===== config.mk =====
export PLATFORM = sky130hd
export DESIGN_NAME = ocpu_ctrl
export DESIGN_NICKNAME = d
export VERILOG_FILES = /design/src/sv/ocpu_pkg.sv /design/src/sv/ocpu_ctrl.sv
export SDC_FILE = /design/constraint.sdc
export NUM_CORES = 1
export LEC_CHECK = 0
export BUFFER_PORTS_ARGS = -buffer_cell sky130_fd_sc_hd__buf_2
export CORE_AREA = 2 2 39 41
export DETAILED_ROUTE_END_ITERATION = 16
export DIE_AREA = 0 0 41 43
export PLACE_DENSITY = 0.77
export SETUP_SLACK_MARGIN = 0.2
export SKIP_LAST_GASP = 1
export SLEW_MARGIN = 25
export SYNTH_ARGS = -nofsm -noshare
export SYNTH_HDL_FRONTEND = slang
export SYNTH_SLANG_ARGS = --single-unit

===== constraint.sdc =====
create_clock -name aclk -period 1.9 [get_ports aclk]
set_input_delay 0.095 -clock aclk [delete_from_list [all_inputs] [get_ports aclk]]
set_output_delay 0.095 -clock aclk [all_outputs]
set_load 0.02 [all_outputs]

===== src/sv/ocpu_pkg.sv =====
// Shared constants, types and the CORDIC arctangent table for the orbit camera pose update.
`timescale 1ns / 1ps
package ocpu_pkg;

    // CORDIC configuration
    localparam int CORDIC_ITERATIONS = 16;
    localparam int ATAN_ENTRIES      = 24;
    localparam int CORDIC_STEPS      = (CORDIC_ITERATIONS < ATAN_ENTRIES) ?
                                       CORDIC_ITERATIONS : ATAN_ENTRIES;
    localparam int CORDIC_CNT_W      = (CORDIC_STEPS > 1) ? $clog2(CORDIC_STEPS) : 1;

    // Q2.30 working width
    localparam int ANG_W = 34;
    localparam logic signed [ANG_W-1:0] CORDIC_GAIN    = 34'sd652032874;
    localparam logic signed [ANG_W-1:0] EIGHTH_DEG_Q30 = 34'sd2342541;

    // angle limits, in quarter degrees of the full angle
    localparam logic signed [11:0] HALF_TURN   = 12'sd720;
    localparam logic signed [11:0] FULL_TURN   = 12'sd1440;
    localparam logic signed [11:0] PITCH_LIMIT = 12'sd356;
    localparam logic signed [9:0]  PITCH_RESET = -10'sd120;

    // distance limits, Q15.16
    localparam logic [30:0] DIST_MIN   = 31'd65536;
    localparam logic [30:0] DIST_MAX   = 31'd1310720000;
    localparam logic [30:0] DIST_RESET = 31'd655360;

    // divide-by-ten unit
    localparam int DIV_BITS  = 41;
    localparam int DIV_CNT_W = $clog2(DIV_BITS);

    // shared multiplier schedule
    localparam int STEP_W = 4;
    localparam int MUL_STEPS = 15;
    localparam logic [STEP_W-1:0] STEP_CC_P   = 4'd0;
    localparam logic [STEP_W-1:0] STEP_SS_P   = 4'd1;
    localparam logic [STEP_W-1:0] STEP_SC_P   = 4'd2;
    localparam logic [STEP_W-1:0] STEP_CC_Y   = 4'd3;
    localparam logic [STEP_W-1:0] STEP_SS_Y   = 4'd4;
    localparam logic [STEP_W-1:0] STEP_SC_Y   = 4'd5;
    localparam logic [STEP_W-1:0] STEP_FX     = 4'd6;
    localparam logic [STEP_W-1:0] STEP_FZ     = 4'd7;
    localparam logic [STEP_W-1:0] STEP_QX     = 4'd8;
    localparam logic [STEP_W-1:0] STEP_QY     = 4'd9;
    localparam logic [STEP_W-1:0] STEP_QZ     = 4'd10;
    localparam logic [STEP_W-1:0] STEP_QW     = 4'd11;
    localparam logic [STEP_W-1:0] STEP_TERM_X = 4'd12;
    localparam logic [STEP_W-1:0] STEP_TERM_Y = 4'd13;
    localparam logic [STEP_W-1:0] STEP_TERM_Z = 4'd14;
    localparam logic [STEP_W-1:0] STEP_LAST   = STEP_TERM_Z;

    // controller to datapath commands
    typedef struct packed {
        logic              capture;
        logic              start;
        logic              mul_calc;
        logic              mul_wr;
        logic [STEP_W-1:0] step;
        logic              out_load;
    } ocpu_cmd_t;

    // datapath to controller status
    typedef struct packed {
        logic cordic_busy;
        logic div_busy;
    } ocpu_status_t;

    // arctangent of 2^-i in Q2.30
    function automatic logic signed [ANG_W-1:0] atan_q30(input logic [4:0] idx);
        logic signed [ANG_W-1:0] v;
        case (idx)
            5'd0:    v = 34'sd843314856;
            5'd1:    v = 34'sd497837829;
            5'd2:    v = 34'sd263043836;
            5'd3:    v = 34'sd133525158;
            5'd4:    v = 34'sd67021686;
            5'd5:    v = 34'sd33543515;
            5'd6:    v = 34'sd16775850;
            5'd7:    v = 34'sd8388437;
            5'd8:    v = 34'sd4194282;
            5'd9:    v = 34'sd2097149;
            5'd10:   v = 34'sd1048575;
            5'd11:   v = 34'sd524287;
            5'd12:   v = 34'sd262143;
            5'd13:   v = 34'sd131071;
            5'd14:   v = 34'sd65535;
            5'd15:   v = 34'sd32767;
            5'd16:   v = 34'sd16383;
            5'd17:   v = 34'sd8191;
            5'd18:   v = 34'sd4095;
            5'd19:   v = 34'sd2047;
            5'd20:   v = 34'sd1023;
            5'd21:   v = 34'sd511;
            5'd22:   v = 34'sd255;
            5'd23:   v = 34'sd127;
            default: v = '0;
        endcase
        return v;
    endfunction

endpackage


===== src/sv/ocpu_ctrl.sv =====
// Controller state machine: item capture, CORDIC and divider wait, multiply schedule, result hand-off.
`timescale 1ns / 1ps
module ocpu_ctrl (
    input  logic                   aclk,
    input  logic                   aresetn,
    input  logic                   s_valid,
    output logic                   s_ready,
    output logic                   m_valid,
    input  logic                   m_ready,
    input  ocpu_pkg::ocpu_status_t status,
    output ocpu_pkg::ocpu_cmd_t    cmd
);
    import ocpu_pkg::*;

    localparam logic [2:0] S_IDLE  = 3'd0;
    localparam logic [2:0] S_START = 3'd1;
    localparam logic [2:0] S_RUN   = 3'd2;
    localparam logic [2:0] S_MUL   = 3'd3;
    localparam logic [2:0] S_OUT   = 3'd4;

    logic [2:0]        state_reg, state_next;
    logic [STEP_W-1:0] step_reg, step_next;
    logic              phase_reg, phase_next;
    logic              full_reg, full_next;
    logic              out_free;

    assign out_free = !full_reg || m_ready;

    // next state and commands
    always_comb begin
        state_next = state_reg;
        step_next  = step_reg;
        phase_next = phase_reg;
        cmd        = '0;
        cmd.step   = step_reg;
        unique case (state_reg)
            S_IDLE: begin
                if (s_valid) begin
                    cmd.capture = 1'b1;
                    state_next  = S_START;
                end
            end
            S_START: begin
                cmd.start  = 1'b1;
                state_next = S_RUN;
            end
            S_RUN: begin
                if (!status.cordic_busy && !status.div_busy) begin
                    state_next = S_MUL;
                    step_next  = '0;
                    phase_next = 1'b0;
                end
            end
            S_MUL: begin
                if (!phase_reg) begin
                    cmd.mul_calc = 1'b1;
                    phase_next   = 1'b1;
                end else begin
                    cmd.mul_wr = 1'b1;
                    phase_next = 1'b0;
                    if (step_reg == STEP_LAST) begin
                        state_next = S_OUT;
                    end else begin
                        step_next = step_reg + 1'b1;
                    end
                end
            end
            S_OUT: begin
                if (out_free) begin
                    cmd.out_load = 1'b1;
                    state_next   = S_IDLE;
                end
            end
            default: state_next = S_IDLE;
        endcase
        // result register occupancy
        if (cmd.out_load) begin
            full_next = 1'b1;
        end else if (m_ready) begin
            full_next = 1'b0;
        end else begin
            full_next = full_reg;
        end
    end

    always_ff @(posedge aclk) begin
        if (!aresetn) begin
            state_reg <= S_IDLE;
            step_reg  <= '0;
            phase_reg <= 1'b0;
            full_reg  <= 1'b0;
        end else begin
            state_reg <= state_next;
            step_reg  <= step_next;
            phase_reg <= phase_next;
            full_reg  <= full_next;
        end
    end

    assign s_ready = (state_reg == S_IDLE);
    assign m_valid = full_reg;

endmodule


==> flow_metrics.py, run 1 <==
metrics = {
    "outcome": {
        "outcome": "finished clean",
    },
    "global_routing": {
        "grt_max_degree": 13,
        "grt_remaining_overflow": 0,
        "grt_pass1_vias": 475,
        "grt.total_usage_pct": 14.5,
        "grt_pass1_wl_microns": 1790,
        "antenna_found_initial": 0,
    },
    "synthesis": {
        "synth_xor_area_share_pct": 0,
        "yosys.area_share.simple_pct": 32.3,
        "synth_seq_area_share_pct": 30.8,
        "synth.distinct_cells": 32,
        "yosysWarnings": 0,
        "synthAdderAreaFrac_pct": 4.28,
        "synth_top_family_by_area": "simple AND/OR/NAND/NOR gates",
        "synth-compound-area-share_pct": 19.7,
        "synthCells": 67,
        "synth_mux_area_share_pct": 5.14,
        "syn-cell-area_sq_um": 584,
        "synth-async-reset-ratio_pct": 0,
        "synth.area.top_cells": "dfxtp_1, nor2_1, mux2i_1",
        "mappedNetlistNets": 75,
        "synth.largest_area_cell": "dfxtp_1",
        "synth_top_cell_area_share_pct": 30.8,
        "ys.flop_type": "dfxtp_1",
        "ys_ff_latch": 9,
        "synth_edf_count": 0,
        "synth.avg_cell_area_sq_um": 8.72,
    },
    "floorplanning": {
        "die_x_microns": 41,
        "dieArea_sq_um": 1760,
        "rows": 14,
        "chipHeight_microns": 43,
        "coreArea_sq_um": 1380,
        "io_pins": 17,
        "initial_core_util_pct": 42.2,
    },
    "sta": {
        "tightest_slew_ns": 0.392,
        "finalSetupViolCount": 0,
        "fin_skew_ns": 0.00965,
        "tns_ns": 0,
        "slew_headroom_pct": 73.8,
        "max_freq_mhz": 661,
        "slew_viol_final": 0,
        "min_period_ns": 1.51,
        "fin_crit_sh_pct": 79.6,
        "rsz0062_at_grt": "false",
        "hold_violations": 0,
    },
    "clock_network": {
        "postCtsHoldBufs": 0,
        "post_cts_buffers": 0,
        "numCtsBuffers": 3,
        "clock_latency_ns": 0.26,
        "cts_resized": 0,
        "clk_pin_slew_ns": 0.06,
        "cts_sinks": 9,
        "clockBufferDepth": 2,
        "tritoncts": "yes",
        "cts_root_buf": "clkbuf_4",
        "htree_levels": 1,
    },
    "power": {
        "ir_worst_vdd_mv": 0.438,
        "p_leak_nw": 0.305,
        "cellPowerDensity_nw_per_um2": 1040,
        "p_total_mw": 0.696,
    },
    "critical_path": {
        "regToRegSetupSlack_ns": 0.48,
        "critPathKind": "flip-flop to output port",
        "r2r_cells": 6,
        "startpoint": "state_reg[0]$_SDFFE_PN0P_",
        "end_kind": "output port",
        "crit_required_ns": 1.80,
        "r2r_end": "state_reg[0]$_SDFFE_PN0P_",
        "cp-start-kind": "flip-flop",
        "rr_startpoint": "step_reg[0]$_SDFFE_PN0P_",
        "cp.arrival_ns": 1.42,
        "endpoint": "cmd[5]",
        "crit_path_max_fanout": 11,
    },
    "detailed_routing": {
        "first_iter_violations": 7,
        "wl_microns": 1130,
        "drt-pass1-iter-count": 4,
        "routedWlPerCell_microns": 11.6,
        "num_vias": 522,
        "drtAntennaViolNets": 0,
        "drc": 0,
        "post_drt_via_cell_ratio": 5.33,
    },
    "cells_and_area": {
        "largest_register_ffs": 4,
        "area_delta_synth_final_pct": 14.6,
        "drive_above_1_share_pct": 29.3,
        "nNetsFinal": 91,
        "n_antenna_cell": 0,
        "fin_cells": 98,
    },
    "placement": {
        "io_buffers": 16,
        "gp_congestion": 0.807,
        "dpl.cell_count": 94,
        "hpwl_microns": 868,
    },
    "hold_path": {
        "hold_class": "input pin to flip-flop",
    },
    "run": {
        "cap_violations": 0,
    },
}
==> cell families after synthesis <==
family / count (synthesis)
compound gates: 14
fa+ha+maj: 2
buf+inv: 6
flops: 9
mux: 3
simple gates: 33
==> cell usage after synthesis, drive strengths merged, types with 2 or more instances <==
cell and number:
nand2 8, mux2i 3, and3b 2, o21ai 3, dfxtp 9, nor2 9, and2 2, o21a 2
buf 4, nand3 3, ha 2, nor3b 2, nand2b 2, a21boi 2, nor3 2, nand3b 2
==> where the power goes <==
group	switching [mW]	internal [mW]	total, mW
clock	0.0703	0.0809	0.151
combinational	0.159	0.119	0.278
sequential	0.0551	0.212	0.267
total	0.284	0.412	0.696
==> placed cells by master (no fill, tap or decap), drive strengths merged, types with 2 or more instances in the layout <==
cell / n
o21ai: 3
nor3: 2
ha: 2
and3b: 2
nor2: 9
dfxtp: 9
a21boi: 2
and2: 2
nand3: 3
o21a: 2
buf: 16
mux2i: 3
nand3b: 2
nand2: 8
clkbuf: 4
nor3b: 2
nand2b: 2
==> critical path, cell delays in order (launching register included) <==
cell and delay (ns):
dfxtp_1 0.56, and3b_1 0.28, and2_4 0.17, buf_2 0.16
==> metal layers <==
metal	GRT usage [%]	up-vias	part of all wire (%)
li1	-	262	-
met1	18.2	245	44
met2	22.8	13	49
met3	1.57	2	4.1
met4	8.00	0	1.7
met5	0	-	0
==> area by class of cell <==
type	instances	area, sq um
tap	16	20.0
sequential	9	180
inverter	1	3.75
multi-input combinational	52	359
clock buffer	4	26.3
fill	147	714
timing repair buffer	16	80.1
==> worst min path at each step <==
stage / endpoint / slack (ns) / from / cells past startpoint
floorplan: step_reg[3]$_SDFFE_PN0P_ / 0.25 / aresetn / 2
global placement: m_valid$_SDFFE_PN0P_ / 0.40 / m_ready / 3
detailed placement: m_valid$_SDFFE_PN0P_ / 0.43 / m_ready / 3
CTS: m_valid$_SDFFE_PN0P_ / 0.16 / m_ready / 3
global route: step_reg[2]$_SDFFE_PN0P_ / 0.18 / aresetn / 2
finish: m_valid$_SDFFE_PN0P_ / 0.15 / m_ready / 3
==> stage by stage <==
stage / instance area [sq um] / utilization (%) / hold WS, ns / setup slack (ns)
6_report: 669 / 48.4 / 0.153 / 0.387
5_1_grt: 669 / 48.4 / 0.184 / 0.302
4_1_cts: 669 / 48.4 / 0.162 / 0.393
3_5_place_dp: 643 / 46.5 / 0.427 / 0.512
3_3_place_gp: 643 / 46.5 / 0.401 / 0.568
2_1_floorplan: 584 / - / 0.254 / 0.451
Power figures use the tool's default switching activity.
==> inputs of run 2 (changes only) <==
Clock period 1.9 ns to 1.4 ns, I/O delays scaled along.
==> run 2 against run 1 <==
Design area is 31% higher. First-iteration DRC count up 14%. Sequential share of layout area down 4.2 points. Clock skew is 0.0061 ns lower. Non-clock buffer count increased by 11. Clock-buffer cell count did not move. Via count is 12% higher. Critical path depth unchanged.
==> flow_metrics.py, run 2 (synthesis results as in run 1) <==
metrics = {
    "floorplanning": {
        "chipHeight_microns": 43,
        "rows": 14,
        "die_x_microns": 41,
        "initial_core_util_pct": 42.2,
        "io_pins": 17,
        "coreArea_sq_um": 1380,
        "dieArea_sq_um": 1760,
    },
    "power": {
        "combPwrFrac_pct": 49.8,
        "switchingPower_mw": 0.458,
        "cellPowerDensity_nw_per_um2": 1330,
        "switching_share_pct": 39.2,
        "p_total_mw": 1.17,
        "power_frac_seq_pct": 32.6,
        "clkPwrFrac_pct": 17.6,
        "p_leak_nw": 0.375,
        "intPower_mw": 0.709,
        "ir_worst_vdd_mv": 0.817,
    },
    "critical_path": {
        "cp-start-kind": "flip-flop",
        "critPathKind": "flip-flop to output port",
        "rr_startpoint": "state_reg[2]$_SDFFE_PN0P_",
        "startpoint": "state_reg[2]$_SDFFE_PN0P_",
        "r2r_cells": 4,
        "regToRegSetupSlack_ns": 0.16,
        "crit_required_ns": 1.33,
        "end_kind": "output port",
        "r2r_end": "step_reg[2]$_SDFFE_PN0P_",
        "endpoint": "cmd[5]",
        "cp.arrival_ns": 1.19,
        "crit_path_max_fanout": 7,
    },
    "global_routing": {
        "grt.total_usage_pct": 19.5,
        "grt_pass1_wl_microns": 2250,
        "antenna_found_initial": 0,
        "grt_remaining_overflow": 0,
        "grt_pass1_vias": 526,
        "grt_max_degree": 13,
    },
    "sta": {
        "tightest_slew_ns": 0.274,
        "tns_ns": 0,
        "max_freq_mhz": 792,
        "rsz0062_at_grt": "true",
        "finalSetupViolCount": 0,
        "whs_ns": 0.120,
        "setup_slack_ns": 0.137,
        "slew_viol_final": 0,
        "slew_headroom_pct": 81.7,
        "min_period_ns": 1.26,
        "fin_skew_ns": 0.00359,
        "fin_crit_sh_pct": 90.2,
        "hold_violations": 0,
    },
    "detailed_routing": {
        "first_iter_violations": 8,
        "post_drt_via_cell_ratio": 5.37,
        "num_vias": 585,
        "drc": 0,
        "wl_microns": 1430,
        "routedWlPerCell_microns": 13.2,
        "drt-pass1-iter-count": 4,
        "drtAntennaViolNets": 0,
    },
    "cells_and_area": {
        "area_delta_synth_final_pct": 49.9,
        "fin_cells": 109,
        "drive_above_1_share_pct": 54.8,
        "nNetsFinal": 102,
        "n_antenna_cell": 0,
        "largest_register_ffs": 4,
        "final_cell_mix": "buf_2, buf_4, nand2_1, nor2_1, dfxtp_4",
        "final_common_cell": "buf_2",
        "nFillCells": 122,
    },
    "clock_network": {
        "htree_levels": 1,
        "clockBufferDepth": 2,
        "numCtsBuffers": 3,
        "cts_root_buf": "clkbuf_4",
        "clk_pin_slew_ns": 0.06,
        "cts_sinks": 9,
        "tritoncts": "yes",
        "clock_latency_ns": 0.27,
    },
    "placement": {
        "gp_congestion": 0.817,
        "io_buffers": 16,
        "dpl.cell_count": 95,
        "hpwl_microns": 875,
        "preCtsSetupSlack_ns": 0.0632,
    },
    "hold_path": {
        "hold_class": "input pin to flip-flop",
    },
    "run": {
        "cap_violations": 0,
    },
    "outcome": {
        "outcome": "finished clean",
    },
}
==> run 2: cell count changes in the layout (fill, tap and decap cells not counted), moves of 2 or more <==
cell     change
buf_2        -4
nor2_1       -4
dfxtp_4      +5
buf_4       +10
nor2_4       +2
nor2_2       +2
buf_6        +4
dfxtp_1      -5
==> run 2: what timing repair did <==
| action | in CTS | in global routing |
|---|---|---|
| pin swaps | 4 | 5 |
| hold buffers | 0 | 0 |
| setup endpoints to repair | 13 | 12 |
| resized for setup | 12 | 13 |
| buffers inserted | 6 | 4 |
==> run 2: how the worst min path moves through the flow <==
| stage | from | to | slack (ns) | cells after the start |
|---|---|---|---|---|
| floorplan | aresetn | step_reg[1]$_SDFFE_PN0P_ | 0.23 | 2 |
| global route | aresetn | state_reg[1]$_SDFFE_PN0P_ | 0.14 | 2 |
| CTS | m_ready | m_valid$_SDFFE_PN0P_ | 0.11 | 3 |
| finish | m_ready | m_valid$_SDFFE_PN0P_ | 0.12 | 3 |
| global placement | m_ready | m_valid$_SDFFE_PN0P_ | 0.38 | 3 |
| detailed placement | m_ready | m_valid$_SDFFE_PN0P_ | 0.39 | 3 |
==> run 2: stage by stage <==
stage	area (sq um)	utilization, %
after floorplan	639	-
after global placement	706	51.0
after detailed placement	706	51.0
after CTS	807	58.3
after global routing	876	63.3
final	876	63.3
==> run 2: power groups by stage <==
stage                     combinational, mW  sequential (mW)  clock [mW]
final                                 0.582            0.380       0.205
after global routing                  0.641            0.380       0.229
after CTS                             0.501            0.364       0.209
after detailed placement              0.405            0.378           0
after global placement                0.401            0.374           0
after floorplan                       0.395            0.324           0
==> run 2: routing by layer <==
metal	up-vias	track usage [%]	part of all wire, %
met5	-	0	0
met4	0	8.00	2.2
met3	5	7.85	5.9
met2	19	30.0	50
met1	275	23.0	41
li1	286	-	-
==> run 2: layout make-up <==
type	count	area [sq um]	area share, %
tap	16	20.0	2.29
multi-input combinational	52	437	49.9
sequential	9	199	22.7
timing repair buffer	27	188	21.4
clock buffer	4	26.3	3.00
inverter	1	6.26	0.714
==> run 2: worst max-delay path, cell delays in order, from the launching register on <==
cell     delay [ns]
dfxtp_4        0.39
and3b_2        0.24
and2_4         0.17
buf_6          0.12
==> inputs of run 3 (changes only) <==
Settings changed: CORE_AREA 2 2 39 41 to not set, CORE_UTILIZATION set to 30, DIE_AREA 0 0 41 43 to not set, PLACE_DENSITY 0.77 to 0.59.
==> run 3 against run 2 <==
Critical path depth unchanged. Flip-flop and latch count unchanged. Total power down 4.6%. Core utilization down 14 points. Critical endpoint unchanged. Highest routed layer unchanged.
==> flow_metrics.py, run 3 (synthesis results as in run 1) <==
metrics = {
    "hold_path": {
        "hold_start": "m_ready",
        "hold_class": "input pin to flip-flop",
        "min_path_cells": 3,
        "min_to": "m_valid$_SDFFE_PN0P_",
    },
    "cells_and_area": {
        "final_common_cell": "buf_4",
        "final_cell_mix": "buf_4, buf_2, nand2_1, nor2_1, dfxtp_4",
        "ff_latch_area_sq_um": 199,
        "area_delta_synth_final_pct": 49.0,
        "drive_above_1_share_pct": 55.6,
        "largest_register_ffs": 4,
        "fin_cells": 115,
        "n_antenna_cell": 0,
        "multi_input_area_sq_um": 452,
        "nNetsFinal": 99,
        "nFillCells": 177,
    },
    "critical_path": {
        "crit_required_ns": 1.33,
        "cp_slowest_stage_delay_ns": 0.42,
        "cp.arrival_ns": 1.19,
        "crit_path_max_fanout": 8,
        "startpoint": "state_reg[0]$_SDFFE_PN0P_",
        "regToRegSetupSlack_ns": 0.18,
        "cp-start-kind": "flip-flop",
        "r2r_cells": 5,
        "crit_slowest_cell": "dfxtp_4",
        "end_kind": "output port",
        "rr_startpoint": "state_reg[2]$_SDFFE_PN0P_",
        "crit_path_cell_trace": "and3b_2, and2_4, buf_6",
        "critPathKind": "flip-flop to output port",
        "r2r_end": "state_reg[2]$_SDFFE_PN0P_",
    },
    "sta": {
        "max_freq_mhz": 794,
        "fin_crit_sh_pct": 90.0,
        "tightest_slew_ns": 0.268,
        "fin_skew_ns": 0.000123,
        "tns_ns": 0,
        "slew_viol_final": 0,
        "slew_headroom_pct": 82.1,
        "rsz0062_at_grt": "true",
        "finalSetupViolCount": 0,
        "min_period_ns": 1.26,
        "whs_ns": 0.0972,
        "hold_violations": 0,
    },
    "placement": {
        "io_buffers": 16,
        "gp_congestion": 0.755,
        "hpwl_microns": 908,
        "dpl.cell_count": 104,
    },
    "detailed_routing": {
        "post_drt_via_cell_ratio": 4.97,
        "routedWlPerCell_microns": 11.5,
        "drt-pass1-iter-count": 4,
        "num_vias": 572,
        "drc": 0,
        "drtAntennaViolNets": 0,
        "first_iter_violations": 9,
        "wl_microns": 1320,
    },
    "global_routing": {
        "grt.total_usage_pct": 14.1,
        "grt_remaining_overflow": 0,
        "grt_pass1_vias": 469,
        "grt_pass1_wl_microns": 2030,
        "grt_max_degree": 13,
        "antenna_found_initial": 0,
    },
    "clock_network": {
        "clk_pin_slew_ns": 0.06,
        "clockBufferDepth": 2,
        "tritoncts": "yes",
        "htree_levels": 1,
        "cts_root_buf": "clkbuf_4",
        "clock_latency_ns": 0.27,
        "cts_sinks": 9,
        "numCtsBuffers": 3,
    },
    "power": {
        "cellPowerDensity_nw_per_um2": 1280,
        "p_leak_nw": 0.362,
        "ir_worst_vdd_mv": 0.861,
    },
    "floorplanning": {
        "io_pins": 17,
        "chipHeight_microns": 46.1,
        "rows": 15,
        "die_x_microns": 46.1,
        "dieArea_sq_um": 2130,
        "initial_core_util_pct": 32.8,
        "coreArea_sq_um": 1780,
    },
    "run": {
        "cap_violations": 0,
    },
    "outcome": {
        "outcome": "finished clean",
    },
}
## run 3: cell count changes in the layout (fill, tap and decap cells not counted), sizes merged
cell,change
buf,-2
clkbuf,-1
## run 3: metrics by stage
stage / util [%] / area [sq um] / total power, mW / worst slack (ns)
final: 48.8 / 871 / 1.11 / 0.140
after CTS: 45.9 / 818 / 1.06 / 0.127
after floorplan: - / 639 / 0.719 / 0.157
after global routing: 48.8 / 871 / 1.19 / 0.0789
after global placement: 40.2 / 717 / 0.780 / 0.00997
after detailed placement: 40.2 / 717 / 0.783 / 0.0366
## run 3: critical path: cells and delay by family (launching register included)
kind                   cells  cell delay [ns]
buffers and inverters      1             0.11
flip-flops                 1             0.42
AND/OR/NAND/NOR            2             0.39
## run 3: repair_timing
action / CTS / global route
pin swaps: 3 / 2
cloned: 0 / 0
gates resized for setup: 14 / 9
setup endpoints to repair: 13 / 11
hold buffers: 0 / 0
buffers inserted: 5 / 2
## run 3: power breakdown
group | leakage (nW) | internal, mW | switching (mW)
sequential | 0.0767 | 0.299 | 0.0906
clock | 0.0150 | 0.110 | 0.0994
combinational | 0.270 | 0.259 | 0.256
## run 3: worst max path at each step
stage,endpoint,slack (ns),depth (start not counted)
6_report,cmd[5],0.14,3
5_1_grt,cmd[8],0.08,4
4_1_cts,cmd[5],0.13,3
3_5_place_dp,step_reg[2]$_SDFFE_PN0P_,0.04,4
3_3_place_gp,step_reg[2]$_SDFFE_PN0P_,0.01,4
2_1_floorplan,step_reg[2]$_SDFFE_PN0P_,0.16,5
## run 3: area by class of cell
type / count / share of cell area (%)
multi-input combinational: 52 / 51.9
sequential: 9 / 22.8
timing repair buffer: 24 / 18.0
tap: 25 / 3.59
clock buffer: 4 / 3.02
inverter: 1 / 0.718
## run 3: routing by layer
metal	vias to the layer above	GRT usage (%)	part of all wire, %
met5	-	0	0
met4	0	8.82	2.9
met3	5	4.71	5.4
met2	21	23.1	48
met1	264	15.6	44
li1	282	-	-
